===== config.mk =====
export PLATFORM = sky130hd
export DESIGN_NAME = ultrasonic_ranging_scanner
export DESIGN_NICKNAME = d
export VERILOG_FILES = /design/src/hdl/urs_pkg.sv /design/src/hdl/urs_cfg_regs.sv /design/src/hdl/urs_core.sv /design/src/hdl/urs_out_buf.sv /design/src/hdl/ultrasonic_ranging_scanner.sv
export SDC_FILE = /design/constraint.sdc
export NUM_CORES = 2
export LEC_CHECK = 0
export BUFFER_PORTS_ARGS = -buffer_cell sky130_fd_sc_hd__buf_2
export CORE_AREA = 8 8 330 332
export DETAILED_ROUTE_END_ITERATION = 10
export DIE_AREA = 0 0 338 340
export SYNTH_ARGS = -nofsm -noshare
export SYNTH_HDL_FRONTEND = slang
export SYNTH_SLANG_ARGS = --single-unit
export TNS_END_PERCENT = 20

===== constraint.sdc =====
create_clock -name i_clk -period 35.8 [get_ports i_clk]
set_clock_uncertainty 0.05 [all_clocks]
set_input_delay 3.58 -clock i_clk [delete_from_list [all_inputs] [get_ports i_clk]]
set_output_delay 3.58 -clock i_clk [all_outputs]
set_load 0.03 [all_outputs]

===== src/hdl/urs_pkg.sv =====
// Shared types, register map and arithmetic helpers of the ultrasonic ranging scanner.
`default_nettype none

package urs_pkg;

    localparam int CFG_ADDR_W = 5;
    localparam int CFG_DATA_W = 32;
    localparam int DIST_LANES = 4;

    // floor(us * 343 / 2000) == (us * MM_MULT) >> MM_SHIFT for us < 2**19
    localparam int          MM_US_BITS = 19;
    localparam int          MM_SHIFT   = 31;
    localparam logic [28:0] MM_MULT    = 29'd368293446;

    // floor(x / 10) == (x * DIV10_MULT) >> DIV10_SHIFT for x < 2**22
    localparam int          DIV10_SHIFT = 23;
    localparam logic [19:0] DIV10_MULT  = 20'd838861;

    localparam logic [15:0] FILT_RESET = 16'hFFFF;

    typedef enum logic [1:0] {
        OP_TICK   = 2'd0,
        OP_EDGE   = 2'd1,
        OP_INJECT = 2'd2
    } t_op;

    typedef enum logic [2:0] {
        REG_TIMER_RELOAD  = 3'd0,
        REG_SCAN_INTERVAL = 3'd1,
        REG_MIN_VALID     = 3'd2,
        REG_MAX_VALID     = 3'd3,
        REG_NO_ECHO       = 3'd4,
        REG_OBSTACLE      = 3'd5
    } t_reg_idx;

    typedef struct packed {
        logic [15:0] timer_reload;
        logic [9:0]  scan_interval_ms;
        logic [15:0] min_valid_mm;
        logic [15:0] max_valid_mm;
        logic [15:0] no_echo_code;
        logic [15:0] obstacle_limit_mm;
    } t_cfg;

    typedef struct packed {
        t_op         op;
        logic [31:0] now_ms;
        logic [1:0]  sensor;
        logic [15:0] capture_count;
        logic [15:0] echo_us;
    } t_item;

    typedef struct packed {
        logic                        fire;
        logic [1:0]                  fire_sensor;
        logic                        waiting;
        logic [DIST_LANES-1:0][15:0] dist_mm;
        logic [DIST_LANES-1:0]       obstacle_mask;
    } t_result;

    // Echo time already scaled to millimetres; no_echo marks zero or overlong echoes.
    typedef struct packed {
        logic        no_echo;
        logic [16:0] mm;
    } t_conv;

    function automatic t_conv mm_convert(input logic [31:0] us);
        t_conv       c;
        logic [47:0] p;
        p         = 48'(us[MM_US_BITS-1:0]) * 48'(MM_MULT);
        c.mm      = p[47:MM_SHIFT];
        c.no_echo = (us == 32'd0) || (|us[31:MM_US_BITS]);
        return c;
    endfunction

endpackage

`default_nettype wire


===== src/hdl/urs_cfg_regs.sv =====
// APB-style configuration register file of the ranging scanner.
`default_nettype none

module urs_cfg_regs
    import urs_pkg::*;
(
    input  wire logic                  i_clk,
    input  wire logic                  i_rst_n,
    input  wire logic                  psel,
    input  wire logic                  penable,
    input  wire logic                  pwrite,
    input  wire logic [CFG_ADDR_W-1:0] paddr,
    input  wire logic [CFG_DATA_W-1:0] pwdata,
    output logic      [CFG_DATA_W-1:0] prdata,
    output logic                       pready,
    output t_cfg                       o_cfg
);

    t_cfg     r_cfg;
    t_cfg     n_cfg;
    t_reg_idx w_idx;
    logic     w_wr;

    assign pready = 1'b1;
    assign w_idx  = t_reg_idx'(paddr[CFG_ADDR_W-1:2]);
    assign w_wr   = psel && penable && pwrite && pready;

    always_comb begin
        n_cfg = r_cfg;
        if (w_wr) begin
            case (w_idx)
                REG_TIMER_RELOAD:  n_cfg.timer_reload      = pwdata[15:0];
                REG_SCAN_INTERVAL: n_cfg.scan_interval_ms  = pwdata[9:0];
                REG_MIN_VALID:     n_cfg.min_valid_mm      = pwdata[15:0];
                REG_MAX_VALID:     n_cfg.max_valid_mm      = pwdata[15:0];
                REG_NO_ECHO:       n_cfg.no_echo_code      = pwdata[15:0];
                REG_OBSTACLE:      n_cfg.obstacle_limit_mm = pwdata[15:0];
                default: ;
            endcase
        end
    end

    always_comb begin
        case (w_idx)
            REG_TIMER_RELOAD:  prdata = 32'(r_cfg.timer_reload);
            REG_SCAN_INTERVAL: prdata = 32'(r_cfg.scan_interval_ms);
            REG_MIN_VALID:     prdata = 32'(r_cfg.min_valid_mm);
            REG_MAX_VALID:     prdata = 32'(r_cfg.max_valid_mm);
            REG_NO_ECHO:       prdata = 32'(r_cfg.no_echo_code);
            REG_OBSTACLE:      prdata = 32'(r_cfg.obstacle_limit_mm);
            default:           prdata = '0;
        endcase
    end

    always_ff @(posedge i_clk) begin
        if (!i_rst_n) begin
            r_cfg.timer_reload      <= 16'd65535;
            r_cfg.scan_interval_ms  <= 10'd25;
            r_cfg.min_valid_mm      <= 16'd20;
            r_cfg.max_valid_mm      <= 16'd4000;
            r_cfg.no_echo_code      <= 16'd65535;
            r_cfg.obstacle_limit_mm <= 16'd300;
        end else begin
            r_cfg <= n_cfg;
        end
    end

    assign o_cfg = r_cfg;

endmodule

`default_nettype wire


===== src/hdl/urs_core.sv =====
// Scan state and combinational transaction update of the ranging scanner.
`default_nettype none

module urs_core
    import urs_pkg::*;
#(
    parameter int SENSOR_COUNT = 4,
    parameter int COUNT_BITS   = 16
) (
    input  wire logic  i_clk,
    input  wire logic  i_rst_n,
    input  wire t_cfg  i_cfg,
    input  wire logic  i_item_valid,
    input  wire t_item i_item,
    output t_result    o_result
);

    localparam int IDX_W = (SENSOR_COUNT > 1) ? $clog2(SENSOR_COUNT) : 1;
    localparam logic [IDX_W-1:0] LAST_IDX = IDX_W'(SENSOR_COUNT - 1);

    logic [IDX_W-1:0]      r_active_index, n_active_index;
    logic [31:0]           r_last_fire_ms, n_last_fire_ms;
    logic                  r_wait_flag,    n_wait_flag;
    logic [COUNT_BITS-1:0] r_start_count [SENSOR_COUNT];
    logic [COUNT_BITS-1:0] n_start_count [SENSOR_COUNT];
    t_conv                 r_echo [SENSOR_COUNT];
    t_conv                 n_echo [SENSOR_COUNT];
    logic [SENSOR_COUNT-1:0] r_capturing, n_capturing;
    logic [SENSOR_COUNT-1:0] r_fresh,     n_fresh;
    logic [15:0]           r_filtered [SENSOR_COUNT];
    logic [15:0]           n_filtered [SENSOR_COUNT];

    logic [IDX_W-1:0]      w_sel;
    logic                  w_sel_ok;
    logic [IDX_W-1:0]      w_next_idx;
    logic [COUNT_BITS-1:0] w_cap;
    logic [COUNT_BITS-1:0] w_start;
    logic [COUNT_BITS-1:0] w_dur;
    logic [31:0]           w_us;
    t_conv                 w_conv;
    logic [31:0]           w_elapsed;
    logic                  w_first;
    logic                  w_due;
    logic                  w_timeout;
    t_conv                 w_act_echo;
    logic [15:0]           w_act_filt;
    logic [15:0]           w_raw;
    logic [19:0]           w_blend_sum;
    logic [39:0]           w_blend_prod;
    logic [15:0]           w_blend;
    logic [15:0]           w_settled;
    logic                  w_fire;

    // Echo edge and injection decode
    assign w_sel    = IDX_W'(i_item.sensor);
    assign w_sel_ok = int'(i_item.sensor) < SENSOR_COUNT;
    assign w_cap    = COUNT_BITS'(i_item.capture_count);
    assign w_start  = r_start_count[w_sel];
    assign w_dur    = (w_cap >= w_start) ? (w_cap - w_start)
                    : (COUNT_BITS'(i_cfg.timer_reload) - w_start + w_cap);
    assign w_us     = (i_item.op == OP_EDGE) ? 32'(w_dur) : 32'(i_item.echo_us);
    assign w_conv   = mm_convert(w_us);

    // Tick timing
    assign w_next_idx = (r_active_index == LAST_IDX) ? '0 : r_active_index + 1'b1;
    assign w_elapsed  = i_item.now_ms - r_last_fire_ms;
    assign w_first    = (r_last_fire_ms == 32'd0);
    assign w_due      = w_elapsed >= 32'(i_cfg.scan_interval_ms);
    assign w_timeout  = w_elapsed >= 32'({i_cfg.scan_interval_ms, 1'b0});

    // Settle the active sensor: window check, then 7:3 blend
    assign w_act_echo   = r_echo[r_active_index];
    assign w_act_filt   = r_filtered[r_active_index];
    assign w_raw        = (w_act_echo.no_echo
                          || (w_act_echo.mm < 17'(i_cfg.min_valid_mm))
                          || (w_act_echo.mm > 17'(i_cfg.max_valid_mm)))
                        ? i_cfg.no_echo_code : w_act_echo.mm[15:0];
    assign w_blend_sum  = 20'(w_raw) * 20'd7 + 20'(w_act_filt) * 20'd3;
    assign w_blend_prod = 40'(w_blend_sum) * 40'(DIV10_MULT);
    assign w_blend      = w_blend_prod[DIV10_SHIFT+15:DIV10_SHIFT];

    always_comb begin
        if (r_fresh[r_active_index]) begin
            if (w_act_filt == i_cfg.no_echo_code) begin
                w_settled = w_raw;
            end else if (w_raw != i_cfg.no_echo_code) begin
                w_settled = w_blend;
            end else begin
                w_settled = i_cfg.no_echo_code;
            end
        end else if (w_timeout) begin
            w_settled = i_cfg.no_echo_code;
        end else begin
            w_settled = w_act_filt;
        end
    end

    always_comb begin
        n_active_index = r_active_index;
        n_last_fire_ms = r_last_fire_ms;
        n_wait_flag    = r_wait_flag;
        n_start_count  = r_start_count;
        n_echo         = r_echo;
        n_capturing    = r_capturing;
        n_fresh        = r_fresh;
        n_filtered     = r_filtered;
        w_fire         = 1'b0;
        if (i_item_valid) begin
            case (i_item.op)
                OP_TICK: begin
                    if (w_first) begin
                        n_last_fire_ms              = i_item.now_ms;
                        n_capturing[r_active_index] = 1'b0;
                        n_fresh[r_active_index]     = 1'b0;
                        n_wait_flag                 = 1'b1;
                        w_fire                      = 1'b1;
                    end else if (w_due) begin
                        n_filtered[r_active_index] = w_settled;
                        n_fresh[r_active_index]    = 1'b0;
                        n_active_index             = w_next_idx;
                        n_last_fire_ms             = i_item.now_ms;
                        n_capturing[w_next_idx]    = 1'b0;
                        n_fresh[w_next_idx]        = 1'b0;
                        w_fire                     = 1'b1;
                    end
                end
                OP_EDGE: begin
                    if (w_sel_ok) begin
                        if (!r_capturing[w_sel]) begin
                            n_start_count[w_sel] = w_cap;
                            n_capturing[w_sel]   = 1'b1;
                        end else begin
                            n_echo[w_sel]      = w_conv;
                            n_capturing[w_sel] = 1'b0;
                            n_fresh[w_sel]     = 1'b1;
                        end
                    end
                end
                OP_INJECT: begin
                    if (w_sel_ok) begin
                        n_echo[w_sel]  = w_conv;
                        n_fresh[w_sel] = 1'b1;
                    end
                end
                default: ;
            endcase
        end
    end

    always_ff @(posedge i_clk) begin
        if (!i_rst_n) begin
            r_active_index <= '0;
            r_last_fire_ms <= '0;
            r_wait_flag    <= 1'b0;
            r_capturing    <= '0;
            r_fresh        <= '0;
            for (int i = 0; i < SENSOR_COUNT; i++) begin
                r_filtered[i] <= FILT_RESET;
            end
        end else begin
            r_active_index <= n_active_index;
            r_last_fire_ms <= n_last_fire_ms;
            r_wait_flag    <= n_wait_flag;
            r_capturing    <= n_capturing;
            r_fresh        <= n_fresh;
            r_filtered     <= n_filtered;
        end
    end

    // Echo payload is only read behind capturing or fresh
    always_ff @(posedge i_clk) begin
        r_start_count <= n_start_count;
        r_echo        <= n_echo;
    end

    assign o_result.fire        = w_fire;
    assign o_result.fire_sensor = w_fire ? 2'(n_active_index) : 2'd0;
    assign o_result.waiting     = n_wait_flag;

    for (genvar g = 0; g < DIST_LANES; g++) begin : g_lane
        if (g < SENSOR_COUNT) begin : g_used
            assign o_result.dist_mm[g]       = n_filtered[g];
            assign o_result.obstacle_mask[g] = (n_filtered[g] != 16'd0)
                                             && (n_filtered[g] < i_cfg.obstacle_limit_mm);
        end else begin : g_unused
            assign o_result.dist_mm[g]       = i_cfg.no_echo_code;
            assign o_result.obstacle_mask[g] = 1'b0;
        end
    end

`ifndef ASSERT_OFF
    a_fire_only_on_tick: assert property (@(posedge i_clk) disable iff (!i_rst_n)
        (i_item_valid && o_result.fire) |-> (i_item.op == OP_TICK))
        else $error("trigger issued by a non-tick transaction");

    a_fire_sets_wait: assert property (@(posedge i_clk) disable iff (!i_rst_n)
        (i_item_valid && o_result.fire) |=> r_wait_flag)
        else $error("wait flag clear after a trigger");

    a_active_in_range: assert property (@(posedge i_clk) disable iff (!i_rst_n)
        r_active_index <= LAST_IDX)
        else $error("active sensor index beyond sensor count");
`endif

endmodule

`default_nettype wire


===== src/hdl/urs_out_buf.sv =====
// Two-entry result buffer: output register plus skid register.
`default_nettype none

module urs_out_buf
    import urs_pkg::*;
(
    input  wire logic    i_clk,
    input  wire logic    i_rst_n,
    input  wire logic    i_push,
    input  wire t_result i_data,
    input  wire logic    i_ready,
    output logic         o_valid,
    output t_result      o_data,
    output logic         o_full
);

    logic    r_out_valid, r_skid_valid;
    t_result r_out, r_skid;
    logic    w_pop;

    assign w_pop   = r_out_valid && i_ready;
    assign o_valid = r_out_valid;
    assign o_data  = r_out;
    assign o_full  = r_out_valid && r_skid_valid;

    always_ff @(posedge i_clk) begin
        if (!i_rst_n) begin
            r_out_valid  <= 1'b0;
            r_skid_valid <= 1'b0;
        end else begin
            if (i_push && w_pop) begin
                r_out_valid <= 1'b1;
            end else if (i_push) begin
                r_out_valid  <= 1'b1;
                r_skid_valid <= r_out_valid;
            end else if (w_pop) begin
                r_out_valid  <= r_skid_valid;
                r_skid_valid <= 1'b0;
            end
        end
    end

    always_ff @(posedge i_clk) begin
        if (i_push && w_pop) begin
            if (r_skid_valid) begin
                r_out  <= r_skid;
                r_skid <= i_data;
            end else begin
                r_out <= i_data;
            end
        end else if (i_push) begin
            if (r_out_valid) begin
                r_skid <= i_data;
            end else begin
                r_out <= i_data;
            end
        end else if (w_pop) begin
            r_out <= r_skid;
        end
    end

`ifndef ASSERT_OFF
    a_skid_behind_out: assert property (@(posedge i_clk) disable iff (!i_rst_n)
        r_skid_valid |-> r_out_valid)
        else $error("skid entry held without an output entry");
`endif

endmodule

`default_nettype wire


===== src/hdl/ultrasonic_ranging_scanner.sv =====
// Top level of the round-robin ultrasonic echo ranging scanner.
//
// Input channel (i_in_valid / o_in_ready) carries one transaction per item:
// a millisecond tick, an echo capture edge or an injected echo duration.
// Output channel (o_out_valid / i_out_ready) returns exactly one result per
// item: trigger flag and sensor, waiting flag, four filtered distances and
// the obstacle mask, all as they stand after that item's update.
// Path: an accepted item is held in the input register until the result
// buffer is not full; then it is applied to the scan state and its result is
// loaded into the result buffer in the same cycle.
// Throughput: one item per cycle while the result buffer is not full; the
// whole update (echo scaling multiply, window check, 7:3 blend with a
// reciprocal divide) sits between the input register and the result register.
// Stall: the result buffer holds two results; with both occupied and an item
// waiting in the input register, o_in_ready drops until the receiver takes
// a result. o_in_ready is registered state only, never a path from i_out_ready.
// Reset (i_rst_n low, synchronous) empties both channels, returns scan state
// to sensor 0 with no trigger seen, all distances to 65535, and loads the
// register defaults. Registers are written through the APB-style port.
`default_nettype none

module ultrasonic_ranging_scanner
    import urs_pkg::*;
#(
    parameter int SENSOR_COUNT = 4,
    parameter int COUNT_BITS   = 16
) (
    input  wire logic                  i_clk,
    input  wire logic                  i_rst_n,
    // configuration port
    input  wire logic                  psel,
    input  wire logic                  penable,
    input  wire logic                  pwrite,
    input  wire logic [CFG_ADDR_W-1:0] paddr,
    input  wire logic [CFG_DATA_W-1:0] pwdata,
    output logic      [CFG_DATA_W-1:0] prdata,
    output logic                       pready,
    // input channel
    input  wire logic                  i_in_valid,
    output logic                       o_in_ready,
    input  wire logic [1:0]            i_op,
    input  wire logic [31:0]           i_now_ms,
    input  wire logic [1:0]            i_sensor,
    input  wire logic [15:0]           i_capture_count,
    input  wire logic [15:0]           i_echo_us,
    // output channel
    output logic                       o_out_valid,
    input  wire logic                  i_out_ready,
    output logic                       o_fire,
    output logic      [1:0]            o_fire_sensor,
    output logic                       o_waiting,
    output logic      [15:0]           o_dist_a,
    output logic      [15:0]           o_dist_b,
    output logic      [15:0]           o_dist_c,
    output logic      [15:0]           o_dist_d,
    output logic      [3:0]            o_obstacle_mask
);

    t_cfg    w_cfg;
    t_item   r_in;
    logic    r_in_valid;
    logic    w_accept;
    logic    w_advance;
    logic    w_buf_full;
    t_result w_result;
    t_result w_out;

    urs_cfg_regs u_cfg (
        .i_clk   (i_clk),
        .i_rst_n (i_rst_n),
        .psel    (psel),
        .penable (penable),
        .pwrite  (pwrite),
        .paddr   (paddr),
        .pwdata  (pwdata),
        .prdata  (prdata),
        .pready  (pready),
        .o_cfg   (w_cfg)
    );

    // Take a new transaction whenever the input register is free or moving on
    assign o_in_ready = !r_in_valid || !w_buf_full;
    assign w_accept   = i_in_valid && o_in_ready;
    assign w_advance  = r_in_valid && !w_buf_full;

    always_ff @(posedge i_clk) begin
        if (!i_rst_n) begin
            r_in_valid <= 1'b0;
        end else if (w_accept) begin
            r_in_valid <= 1'b1;
        end else if (w_advance) begin
            r_in_valid <= 1'b0;
        end
    end

    // Hold the item payload until it moves into the core
    always_ff @(posedge i_clk) begin
        if (w_accept) begin
            r_in.op            <= t_op'(i_op);
            r_in.now_ms        <= i_now_ms;
            r_in.sensor        <= i_sensor;
            r_in.capture_count <= i_capture_count;
            r_in.echo_us       <= i_echo_us;
        end
    end

    urs_core #(
        .SENSOR_COUNT (SENSOR_COUNT),
        .COUNT_BITS   (COUNT_BITS)
    ) u_core (
        .i_clk        (i_clk),
        .i_rst_n      (i_rst_n),
        .i_cfg        (w_cfg),
        .i_item_valid (w_advance),
        .i_item       (r_in),
        .o_result     (w_result)
    );

    urs_out_buf u_out (
        .i_clk   (i_clk),
        .i_rst_n (i_rst_n),
        .i_push  (w_advance),
        .i_data  (w_result),
        .i_ready (i_out_ready),
        .o_valid (o_out_valid),
        .o_data  (w_out),
        .o_full  (w_buf_full)
    );

    assign o_fire          = w_out.fire;
    assign o_fire_sensor   = w_out.fire_sensor;
    assign o_waiting       = w_out.waiting;
    assign o_dist_a        = w_out.dist_mm[0];
    assign o_dist_b        = w_out.dist_mm[1];
    assign o_dist_c        = w_out.dist_mm[2];
    assign o_dist_d        = w_out.dist_mm[3];
    assign o_obstacle_mask = w_out.obstacle_mask;

endmodule

`default_nettype wire

Word-level counts from Yosys, hierarchy flattened

Index checks and enable logic that the tools add are counted.
Widths: inputs -> output; s select.

Register bits: 548
Bits in latches: 0
RAM bits: 0
Bits in read-only memories: 0
Bits of input ports: 112
Output and inout bits: 107
Logic and storage cells: 243
Memories: 0

Add/subtract/negate cells: 6
Multiply operators: 4
Divide/modulo/power cells: 0
Order comparisons: 19
Eq/ne operators: 14
Shift-type cells: 0
Multiplexer cells: 81
Bitwise gates (word level): 14
Reductions and logical operators: 54

Operator list:

| kind                   | count |
|---|---|
| $mux 72                | 10 |
| $mux 64                | 4 |
| $mux 16                | 13 |
| $pmux 72 s2            | 1 |
| $bwmux 64              | 2 |
| $pmux 16 s6            | 1 |
| $bwmux 72              | 1 |
| $bmux 16 s2            | 2 |
| $demux 16 s2           | 2 |
| $logic_not 32->1       | 2 |
| $lt 16x16->1           | 4 |
| $mux 32                | 2 |
| $reduce_bool 16->1     | 4 |
| $mux 18                | 3 |
| $mul 19x28->47 const B | 1 |
| $mul 20x20->39 const B | 1 |
| $bmux 18 s2            | 1 |
| $demux 18 s2           | 1 |
| $ge 32x10->1           | 1 |
| $ge 32x11->1           | 1 |
| $sub 16x16->16         | 2 |
| $sub 32x32->32         | 1 |
| $mux 4                 | 6 |
| $add 19x18->20         | 1 |
| 44 further kinds       | 125 |

Depth between registers and ports, before layout

Depth after elaboration: 24
Gate-level depth with buffers: 71
Mapped depth without buffers: 68

Cells and area by module

A second synthesis with hierarchy kept.

Cell total of the unflattened synthesis: 4282
Area total of the unflattened synthesis: 45373.5 µm²

Modules (own cells, without submodules):

| module                     | instances | cells each | area an instance (µm²) | seq. area each (µm²) |
|---|---|---|---|---|
| urs_core                   | 1         | 3496       | 33525.9                | 5865.6 |
| urs_out_buf                | 1         | 241        | 5360.1                 | 4364.2 |
| urs_cfg_regs               | 1         | 471        | 4395.5                 | 1801.7 |
| ultrasonic_ranging_scanner | 1         | 74         | 2092.0                 | 2062.0 |

Least setup slack after synthesis

Ideal clock, no wire load.

Kind: flip-flop to flip-flop
From: reg u_core.r_active_index[1]
To: reg u_out.r_out, in the netlist u_out.o_data[3], data pin
Setup time: 0.146 ns
Arrival time: 14.560 ns
Data required time: 35.604 ns
Path slack: 21.044 ns
Cell stages (with the launch flop): 65
Buffers on the path: 3
Period minus slack after synthesis: 14.756 ns
Cells stage by stage: dfxtp_1 -> buf_2 -> clkbuf_1 -> mux4_2 -> ha_1 -> a2111oi_0 -> o211ai_1 -> o211ai_1 -> a21o_1 -> clkbuf_1 -> nor2_1 -> a21oi_1 -> inv_1 -> fa_1 -> inv_1 -> fa_1 -> inv_1 -> ha_1 -> [... 29 more ...] -> o22a_1 -> o22a_1 -> a21boi_0 -> o31ai_1 -> a221o_1 -> a211o_1 -> a21oi_1 -> o31a_1 -> inv_1 -> ha_1 -> nand4_1 -> nor3_1 -> a221oi_1 -> o21ai_0 -> a21oi_1 -> o21ai_0 -> a21o_1 -> a21oi_1

RTL lines:

| item                   | line              | RTL |
|---|---|---|
| from (decl)            | urs_core.sv:21    | `logic [IDX_W-1:0] r_active_index, n_active_index;` |
| from (signal assigned) | urs_core.sv:161   | `r_active_index <= n_active_index;` |
| to (signal assigned)   | urs_out_buf.sv:46 | `r_out <= r_skid;` |
| to (signal assigned)   | urs_out_buf.sv:49 | `r_out <= i_data;` |
| to (signal assigned)   | urs_out_buf.sv:55 | `r_out <= i_data;` |
| to (decl)              | urs_out_buf.sv:18 | `t_result r_out, r_skid;` |

==> impl_metrics.py <==
metrics = {
    "status": {
        "status": "complete, no violations",
    },
    "synth": {
        "ys_seq_elements": 544,
        "syn_area_um2": 46170,
        "synthCells": 4585,
        "avgSynthCellArea_um2": 10.07,
        "synth_cell_types": 94,
        "synth_edf_count": 344,
        "yosysWarnings": 0,
        "synth_ff_type": "edfxtp_1",
        "synth-async-reset-ratio_pct": 0,
        "seq_area_frac_synth_pct": 31.04,
    },
    "timing": {
        "hold_viol": 0,
        "worst_pin_slew_ns": 1.302,
        "setup_viol": 0,
        "fmax_mhz": 54.53,
        "fin_tns_setup_ns": 0,
        "slew_headroom_pct": 12.86,
        "rsz0062_at_grt": "false",
        "finalCritPeriodShare_pct": 51.22,
        "maxSlewViolCount": 0,
        "finalCriticalPeriod_ns": 18.34,
    },
    "die": {
        "die_w_um": 338,
        "core-area_um2": 104100,
        "die_y_um": 340,
        "die_area_um2": 114900,
        "rows": 119,
        "start_util_pct": 44.36,
        "pin_count": 219,
    },
    "detailed_routing": {
        "drt_iter0_markers": 2433,
        "dr_total_vias": 33411,
        "first_pass_iters": 5,
        "via_per_inst": 5.402,
        "post-route-drc-count": 0,
        "wl_per_cell_um": 21.30,
        "ant_nets": 0,
        "routed_wl_mm": 131.8,
    },
    "clock_network": {
        "cts-buffers-inserted": 59,
        "clockRootBuffer": "clkbuf_16",
        "cts_resized": 0,
        "post-cts-setup-buffers": 0,
        "htreeDepth": 2,
        "clock_sinks": 544,
        "ctsHoldBuffers": 0,
        "cts_tree": "built",
        "cts_max_path_buffers": 3,
        "worstSkewPairLatency_ns": 0.64,
        "cts.clk_slew.worst_paths_ns": 0.06,
    },
    "final_layout": {
        "drive_gt1_share_pct": 10.14,
        "mostFrequentLayoutCell": "inv_1",
        "nets": 5782,
        "nFillCells": 9713,
        "area_growth_syn_to_layout_pct": 9.579,
        "finalInstanceArea_um2": 50590,
        "layout_common_cells": "inv_1, ha_1, nand2_1, fa_1, edfxtp_1",
    },
    "placement": {
        "placed_cell_area_um2": 48640,
        "portBuffers": 183,
        "dp_hpwl_mm": 106.8,
        "gp_congestion": 0.9817,
    },
    "critical_path": {
        "worstSetupPathType": "flop to flop",
        "start_kind": "flop",
        "crit_path_max_incr_delay_ns": 0.93,
        "cp_max_fo": 25,
        "cp_common_cell": "a21oi_1",
        "crit_slowest_cell": "a311oi_1",
        "worstPathRequired_ns": 36.16,
        "endpoint_kind": "flop",
        "arrival_ns": 18.70,
    },
    "global_route": {
        "grt_pass1_vias": 33497,
        "track_usage_pct": 22.67,
        "grt_max_degree": 103,
        "overflow": 0,
        "antenna_found_initial": 13,
        "grt_pass1_wl_mm": 201.9,
    },
    "job": {
        "cap_violations": 0,
    },
    "hold_path": {
        "hp-class": "flop to flop",
    },
}
cell type report:
| type | instances | area, um2 | share of cell area (%) |
|---|---|---|---|
| Sequential cell | 544 | 14340 | 28.33 |
| Antenna cell | 10 | 25.02 | 0.04946 |
| Clock buffer | 79 | 1613 | 3.188 |
| Timing Repair Buffer | 239 | 1339 | 2.646 |
| Multi-Input combinational cell | 3083 | 28190 | 55.72 |
| Inverter | 807 | 3030 | 5.990 |
| Tap cell | 1391 | 1740 | 3.440 |
| Clock inverter | 32 | 319.1 | 0.6306 |
flip-flops by register name, summed over array words and instances, names as in the netlist, named ones only:
name and count:
u_core.r_wait_flag 1, u_core.r_start_count 64, u_core.r_echo 68, u_core.r_filtered 64
u_core.r_fresh 4, u_core.r_last_fire_ms 32, u_core.r_active_index 2, r_in_valid 1
u_out.o_valid 1, u_cfg.o_cfg 90, u_out.r_skid_valid 1, r_in 68
u_out.o_data 72, u_out.r_skid 72
cells in the mapped netlist, drive strengths merged (26+ instances only):
library cell | count | area (um2)
nor2 | 204 | 768.2
nand4 | 58 | 362.9
dfxtp | 200 | 4004
nor3 | 56 | 285.3
o21ai | 133 | 669.4
nor2b | 35 | 219.0
nand2 | 393 | 1475
clkbuf | 116 | 436.7
inv | 806 | 3025
a21o | 90 | 678.2
mux2i | 71 | 710.7
fa | 367 | 7347
or2 | 28 | 175.2
xor2 | 40 | 350.3
nand3 | 59 | 295.3
o21bai | 26 | 195.2
a21oi | 311 | 1579
mux4 | 53 | 1194
xnor2 | 86 | 753.2
mux2 | 31 | 352.8
buf | 50 | 310.3
o211ai | 52 | 390.4
edfxtp | 344 | 10330
ha | 569 | 7119
nor4 | 31 | 215.2
routing by layer:
metal / part of all wire, % / vias up / track usage (%)
met5: 0.042 / - / 0
met3: 5.4 / 200 / 3.099
met2: 46 / 987 / 36.87
li1: - / 15988 / -
met1: 44 / 16228 / 30.97
met4: 3.8 / 8 / 7.804
final timing paths:
kind                           to  cells past startpoint  slack, ns                startpoint
setup reg to reg  u_out.o_data[0]                     64      17.46  u_core.r_active_index[0]
hold reg to reg   u_cfg.o_cfg[59]                      2       0.40           u_cfg.o_cfg[59]
setup / recovery  u_out.o_data[0]                     64      17.46  u_core.r_active_index[0]
hold / removal    u_cfg.o_cfg[59]                      2       0.40           u_cfg.o_cfg[59]
cell families (layout without fill, tap and decap cells):
| group | Yosys count | count (layout) | synth area share (%) |
|---|---|---|---|
| and+or+nand+nor | 989 | 989 | 10.10 |
| buffers and inverters | 973 | 1157 | 8.178 |
| adders and majority gates | 936 | 936 | 31.33 |
| AOI/OAI and AO/OA | 860 | 860 | 12.05 |
| DFF | 544 | 544 | 31.04 |
| muxes | 155 | 155 | 4.889 |
| xor gates and xnor gates | 126 | 126 | 2.390 |
| other | 2 | 27 | 0.01627 |
metrics by stage:
| step | utilization (%) | cells | setup WS (ns) | hold slack (ns) |
|---|---|---|---|---|
| after detailed placement | 46.73 | 6064 | 17.60 | 0.3986 |
| final | 48.61 | 6185 | 17.46 | 0.4033 |
| after global routing | 48.61 | 6183 | 16.42 | 0.4382 |
| after CTS | 48.59 | 6175 | 17.51 | 0.4064 |
| after global placement | 46.73 | 6064 | 17.69 | 0.3919 |
| after floorplan | - | 4600 | 21.04 | 0.3863 |
critical path, delay by kind of cell (launching register included):
| family | cells | cell delay [ns] |
|---|---|---|
| compound gates | 29 | 7.83 |
| fa+ha+maj | 14 | 5.93 |
| buf+inv | 9 | 1.14 |
| simple gates | 9 | 1.08 |
| mux | 2 | 1.07 |
| flops | 1 | 0.78 |
| xor+xnor | 1 | 0.19 |
Power is left out: the tool's default activity adds up to more than one toggle a clock period on the data nets, which glitch-free logic cannot reach.
